### config.mk
export PLATFORM = sky130hd
export DESIGN_NAME = odo_ctrl
export DESIGN_NICKNAME = d
export VERILOG_FILES = /design/src/hdl/odo_pkg.sv /design/src/hdl/odo_ctrl.sv
export SDC_FILE = /design/constraint.sdc
export NUM_CORES = 1
export LEC_CHECK = 0
export BUFFER_PORTS_ARGS = -buffer_cell sky130_fd_sc_hd__buf_2
export CORE_AREA = 2 2 39 41
export DETAILED_ROUTE_END_ITERATION = 8
export DIE_AREA = 0 0 41 43
export GPL_TIMING_DRIVEN = 0
export HOLD_SLACK_MARGIN = 0.15
export SYNTH_ARGS = -nofsm -noshare
export SYNTH_HDL_FRONTEND = slang
export SYNTH_SLANG_ARGS = --single-unit
### constraint.sdc
create_clock -name clk -period 3 [get_ports clk]
set_input_delay 0.3 -clock clk [delete_from_list [all_inputs] [get_ports clk]]
set_output_delay 0.3 -clock clk [all_outputs]
set_load 0.03 [all_outputs]
### src/hdl/odo_pkg.sv
`timescale 1ns / 1ps
`default_nettype none
package odo_pkg;

  localparam int unsigned CFG_IW    = 3;
  localparam int unsigned ZW        = 34;
  localparam int unsigned XW        = 34;
  localparam int unsigned CW        = XW - 14;
  localparam int unsigned ATAN_LEN  = 24;

  // gain-compensated 1.0 in Q2.30
  localparam logic [31:0] CORDIC_X0 = 32'd652032874;

  localparam logic [CFG_IW-1:0] REG_DIST_PER_COUNT = 3'd0;
  localparam logic [CFG_IW-1:0] REG_TURN_PER_COUNT = 3'd1;
  localparam logic [CFG_IW-1:0] REG_START_X        = 3'd2;
  localparam logic [CFG_IW-1:0] REG_START_Y        = 3'd3;
  localparam logic [CFG_IW-1:0] REG_START_HEADING  = 3'd4;

  typedef enum logic [2:0] {
    ST_IDLE,
    ST_DELTA,
    ST_SCALE,
    ST_CORDIC,
    ST_TRIG,
    ST_PROJ,
    ST_COMMIT
  } state_t;

  typedef struct packed {
    logic accept;
    logic calc_delta;
    logic scale;
    logic cordic_step;
    logic trig;
    logic project;
    logic commit;
  } cmd_t;

  typedef struct packed {
    logic cordic_last;
    logic out_free;
  } status_t;

  // atan(2^-i) in binary angle units, full turn = 2^32
  function automatic logic [29:0] atan_lut(input logic [4:0] idx);
    logic [29:0] v;
    case (idx)
      5'd0:  v = 30'd536870912;
      5'd1:  v = 30'd316933406;
      5'd2:  v = 30'd167458907;
      5'd3:  v = 30'd85004756;
      5'd4:  v = 30'd42667331;
      5'd5:  v = 30'd21354465;
      5'd6:  v = 30'd10679838;
      5'd7:  v = 30'd5340245;
      5'd8:  v = 30'd2670163;
      5'd9:  v = 30'd1335087;
      5'd10: v = 30'd667544;
      5'd11: v = 30'd333772;
      5'd12: v = 30'd166886;
      5'd13: v = 30'd83443;
      5'd14: v = 30'd41722;
      5'd15: v = 30'd20861;
      5'd16: v = 30'd10430;
      5'd17: v = 30'd5215;
      5'd18: v = 30'd2608;
      5'd19: v = 30'd1304;
      5'd20: v = 30'd652;
      5'd21: v = 30'd326;
      5'd22: v = 30'd163;
      5'd23: v = 30'd81;
      default: v = 30'd0;
    endcase
    return v;
  endfunction

endpackage
`default_nettype wire

### src/hdl/odo_ctrl.sv
`timescale 1ns / 1ps
`default_nettype none
module odo_ctrl (
  input  wire logic             clk,
  input  wire logic             rst,
  input  wire logic             s_tvalid,
  input  wire logic             s_tuser,
  output logic                  s_tready,
  input  wire odo_pkg::status_t status,
  output odo_pkg::cmd_t         cmd
);

  odo_pkg::state_t state;
  odo_pkg::state_t state_next;

  always_ff @(posedge clk) begin
    if (rst) begin
      state <= odo_pkg::ST_IDLE;
    end else begin
      state <= state_next;
    end
  end

  always_comb begin
    state_next = state;
    cmd        = '0;
    s_tready   = 1'b0;
    case (state)
      odo_pkg::ST_IDLE: begin
        s_tready   = !rst;
        cmd.accept = s_tvalid && !rst;
        if (cmd.accept) begin
          // restart skips all motion math
          state_next = s_tuser ? odo_pkg::ST_COMMIT : odo_pkg::ST_DELTA;
        end
      end
      odo_pkg::ST_DELTA: begin
        cmd.calc_delta = 1'b1;
        state_next     = odo_pkg::ST_SCALE;
      end
      odo_pkg::ST_SCALE: begin
        cmd.scale  = 1'b1;
        state_next = odo_pkg::ST_CORDIC;
      end
      odo_pkg::ST_CORDIC: begin
        cmd.cordic_step = 1'b1;
        if (status.cordic_last) begin
          state_next = odo_pkg::ST_TRIG;
        end
      end
      odo_pkg::ST_TRIG: begin
        cmd.trig   = 1'b1;
        state_next = odo_pkg::ST_PROJ;
      end
      odo_pkg::ST_PROJ: begin
        cmd.project = 1'b1;
        state_next  = odo_pkg::ST_COMMIT;
      end
      odo_pkg::ST_COMMIT: begin
        // hold until the output register can take the new pose
        if (status.out_free) begin
          cmd.commit = 1'b1;
          state_next = odo_pkg::ST_IDLE;
        end
      end
      default: begin
        state_next = odo_pkg::ST_IDLE;
      end
    endcase
  end

endmodule
`default_nettype wire

==> results of run 1 <==
==> area by class of cell <==
cell class / count / area (sq um) / share of cell area
multi-input combinational: 27 / 188 / 0.502
timing repair buffer: 13 / 65.1 / 0.174
clock buffer: 4 / 26.3 / 0.0702
tap: 16 / 20.0 / 0.0535
sequential: 3 / 60.1 / 0.161
buffer: 3 / 15.0 / 0.0401
==> Yosys cell counts <==
cell type  n
nor3b_1    4
a21oi_1    3
buf_2      3
dfxtp_1    3
nand2_1    3
and2_1     2
and3b_1    2
o21ai_0    2
a2111oi_2  1
a211o_1    1
a32oi_1    1
and4b_1    1
mux2i_1    1
nand2b_1   1
nor2_1     1
nor3_1     1
nor4_1     1
nor4_2     1
o21ai_1    1
==> through the flow <==
stage | utilization | setup WS [ns]
2_1_floorplan | - | 1.11
3_3_place_gp | 0.251 | 1.55
3_5_place_dp | 0.251 | 1.54
4_1_cts | 0.270 | 1.28
5_1_grt | 0.270 | 1.20
6_report | 0.270 | 1.27
==> critical path: stages, from the launching register on <==
cell	delay (ns)
dfxtp_1	0.34
buf_2	0.19
nor4_2	0.31
and2_1	0.16
buf_2	0.19
==> metal layers <==
layer,GRT usage,up-vias,wire length (microns)
li1,-,157,-
met4,0.0867,0,0
met1,0.128,137,309
met3,0.0209,0,63
met2,0.128,16,339
met5,0,-,0
==> report_power, final <==
| part | internal [uW] | switching, uW |
|---|---|---|
| registers | 47.4 | 10.6 |
| logic | 42.0 | 66.8 |
| clock network | 49.8 | 20.6 |
==> worst paths after layout <==
check,from,to,slack [ns],cells past startpoint
max reg2reg,state[0],state[2],1.84,4
min,rst,state[2],0.30,2
max,state[2],cmd[6],1.27,4
min reg2reg,state[1],state[1],0.64,2
==> cells in the final DEF, fill, tap and decap left out <==
cell,instances
o21ai_0,2
dfxtp_1,3
and2_1,2
nand2b_1,1
mux2i_1,1
o21ai_1,1
a2111oi_2,1
nor3_1,1
clkbuf_4,3
a21oi_1,3
nor4_2,1
nor3b_1,4
a32oi_1,1
a211o_1,1
and3b_1,2
clkbuf_1,1
nor2_1,1
nor4_1,1
nand2_1,3
and4b_1,1
buf_2,16
==> cells by family after synthesis <==
group	synth area share
DFF	0.229
AOI/OAI and AO/OA	0.238
muxes	0.0381
and+or+nand+nor	0.438
buffers and inverters	0.0571
==> flow_summary.toml, run 1 <==
[global_routing]
grt_pass1_vias = 305
grt_usage = 0.0982
antenna_found_initial = 0
grt_max_degree = 11
grt-ovfl-total = 0
grt_pass1_wl_mm = 1.17

[run_status]
status = "completed"

[worst_setup_path]
critPathRequiredTime_ns = 2.70
critPathMaxFanout = 10
critPathCaptureType = "output port"
cp.arrival_ns = 1.43
path_class = "register to output port"
cp-start-kind = "register"

[logic_synthesis]
ys_ff_latch = 3
yosys_warnings = 0
yosysUniqueCellTypes = 19
synth_area_leaders = "dfxtp_1 23%, nor3b_1 11%, and3b_1 6.7%"
yosysTopAreaCell = "dfxtp_1"
synth_nets = 39
ys_seq_area_frac = 0.229
synthesis.area_sq_um = 263
synth_top_area_share = 0.229
avgSynthCellArea_sq_um = 7.96
synth_cells = 33

[final_layout]
drive_above_1_share = 0.420
fillers = 157
n_antenna_cell = 0
area_growth_pct = 42.4
reg_top3 = "state: 3 flops"
fin_cells = 66
top_register = "state"
fin_area_sq_um = 374
final_net_count = 57
largest_reg_flops = 3

[sta]
rsz0062_at_grt = "no"
finClkSkew_ns = 0.00326
fin_crit_sh = 0.576
setup_viol = 0
slew_viol_final = 0
whs_ns = 0.299
relSlewSlack = 0.798
tns_ns = 0
hold_viol = 0
min_period_ns = 1.73
worst_slew_pin_slew_ns = 0.301
max_freq_mhz = 579

[floorplan]
num_rows = 14
die_h_microns = 43
die_w_microns = 41
io_pins = 14
start_util = 0.190
die_area_sq_um = 1760
fp.coreArea_sq_um = 1380

[clocking]
clk_latency_ns = 0.23
htree_levels = 1
clk_pin_slew_worst_paths_ns = 0.04
cts_hold_buf = 0
cts_made_buffers = 3
cts_sinks = 3
cts_tree = "built"
ctsResizeCount = 0
cts_root_buffer = "clkbuf_4"
clock_path_buffers = 2
cts_setup_buffers = 0

[routing]
ant_nets = 0
wl_per_cell_microns = 10.8
viasPerCell = 4.70
drt_first_iter_violations = 10
drt_pass1_iterations = 4
drc = 0
vias = 310
totalWireLength_microns = 712

[place]
dp_hpwl_microns = 531
postPlaceCellArea_sq_um = 348
io_buffers = 13
placedCellCount = 62
place_congestion = 0.779

[hold_path]
hold_class = "input pin to register"

[pwr]
p_per_area_nw_per_um2 = 634
fin_total_pwr_uw = 237
peakVddDrop_uv = 143
p_leak_uw = 0.000180

[run]
maxCapViolations = 0
(Power assumes the default switching activity.)
==> inputs of run 2 (changes only) <==
Settings changed: ABC_AREA set to 1.
Clock period 3 ns to 1.8 ns, I/O delays scaled along.
==> flow_summary.toml, run 2 <==
[run_status]
status = "completed"

[routing]
drt_pass1_iterations = 4
drt_first_iter_violations = 3
vias = 296
wl_per_cell_microns = 8.46
ant_nets = 0
viasPerCell = 4.00
totalWireLength_microns = 626
drc = 0

[sta]
min_period_ns = 1.45
finClkSkew_ns = 0.000374
setup_viol = 0
rsz0062_at_grt = "no"
hold_viol = 0
worst_slew_pin_slew_ns = 0.283
slew_viol_final = 0
tns_ns = 0
relSlewSlack = 0.811
fin_crit_sh = 0.803
max_freq_mhz = 692

[floorplan]
die_h_microns = 43
num_rows = 14
io_pins = 14
start_util = 0.180
die_area_sq_um = 1760
fp.coreArea_sq_um = 1380
die_w_microns = 41

[worst_setup_path]
cp-start-kind = "register"
critPathRequiredTime_ns = 1.62
critPathCaptureType = "output port"
critPathMaxFanout = 6
cp.arrival_ns = 1.27
path_class = "register to output port"

[clocking]
clock_path_buffers = 2
cts_root_buffer = "clkbuf_4"
clk_latency_ns = 0.23
cts_made_buffers = 3
clk_pin_slew_worst_paths_ns = 0.04
htree_levels = 1
cts_sinks = 3
ctsResizeCount = 0
cts_hold_buf = 0
cts_setup_buffers = 0
cts_tree = "built"

[logic_synthesis]
ys_ff_latch = 3
synth_edf_count = 0
yosys_warnings = 0
synth_area_leaders = "dfxtp_1 24%, nor2_1 20%, nor3_2 8.0%"
async_flop_share = 0
ys_seq_area_frac = 0.241
post-synth-top-count-cell = "nor2_1"
avgSynthCellArea_sq_um = 6.07
synthTopCellsByCount = "13 x nor2_1, 4 x nand2_1, 3 x dfxtp_1, 3 x nand2_2, 3 x nor2_2"
synth_flop_cell = "dfxtp_1"
synth_nets = 47
yosysUniqueCellTypes = 15
synthesis.area_sq_um = 249
yosysTopAreaCell = "dfxtp_1"
synth_cells = 41
synth_top_area_share = 0.241

[final_layout]
n_antenna_cell = 0
largest_reg_flops = 3
multiInputGateArea_sq_um = 178
final_cell_mix = "13 x nor2_1, 13 x buf_2, 4 x nand2_1"
final_net_count = 65
final_core_util = 0.260
area_growth_pct = 44.7
drive_above_1_share = 0.431
seq_area_sq_um = 60.1
fillers = 162
top_register = "state"
reg_top3 = "state: 3 flops"

[global_routing]
grt-ovfl-total = 0
grt_usage = 0.0853
grt_pass1_wl_microns = 966
grt_max_degree = 8
antenna_found_initial = 0
grt_pass1_vias = 270

[hold_path]
hold_class = "input pin to register"

[pwr]
pwr-share-comb = 0.537
switchingPower_uw = 270
clkPwrFrac = 0.223
switching_share = 0.504
pwr-share-seq = 0.240
fin_total_pwr_uw = 535
p_leak_uw = 0.000190
peakVddDrop_uv = 526
p_int_uw = 265
p_per_area_nw_per_um2 = 1480

[place]
place_congestion = 0.650
io_buffers = 13
dp_hpwl_microns = 497

[run]
maxCapViolations = 0
## run 2: changes by cell type in the layout (fill, tap and decap cells not counted), sizes merged, moves of 2 or more
cell	previous run	this run
inv	0	3
nor4	2	0
nor3	1	4
buf	16	13
nor3b	4	1
nand3	0	2
and3b	2	0
nand2	3	7
o21ai	3	1
and2	2	0
nor2	1	16
## run 2: layout make-up
cell class / instances / share of cell area
repair buffers: 13 / 0.181
well taps: 16 / 0.0556
multi-input cells: 35 / 0.493
clock buffers: 4 / 0.0729
inverters: 3 / 0.0312
flip-flops and latches: 3 / 0.167
## run 2: final timing paths
| path | start | slack, ns | to | cells after the start |
|---|---|---|---|---|
| max reg2reg | state[2] | 0.66 | state[0] | 5 |
| min | rst | 0.17 | state[1] | 2 |
| max | state[0] | 0.35 | cmd[5] | 4 |
| min reg2reg | state[0] | 0.75 | state[0] | 4 |
## run 2: power by group through the flow
stage	registers (uW)	clock network (uW)	logic, uW
final	129	119	287
after global routing	134	129	322
after CTS	127	128	291
after detailed placement	128	0	290
after global placement	128	0	286
after floorplan	121	0	225
## run 2: per-layer routing
metal  GRT usage  wire length (microns)
met5           0                      0
met4      0.0800                      0
met3      0.0314                     49
met2       0.125                    308
met1      0.0865                    268
## run 2: logic make-up after synthesis
kind of cell / Yosys count / share of synthesized area
simple gates: 31 / 0.623
compound gates: 4 / 0.0904
flops: 3 / 0.241
buf+inv: 3 / 0.0452
## run 2: through the flow
step	std cells	hold WS (ns)	area, sq um	setup slack (ns)
after global routing	74	0.191	360	0.272
after global placement	70	0.416	334	0.601
after CTS	74	0.161	360	0.345
after floorplan	41	0.247	249	0.354
final	74	0.173	360	0.354
after detailed placement	70	0.413	334	0.600
## run 2: worst max-delay path: stages, from the launching register on
cell	delay, ns
dfxtp_1	0.45
inv_1	0.08
or2_1	0.22
nor2_1	0.08
buf_2	0.20
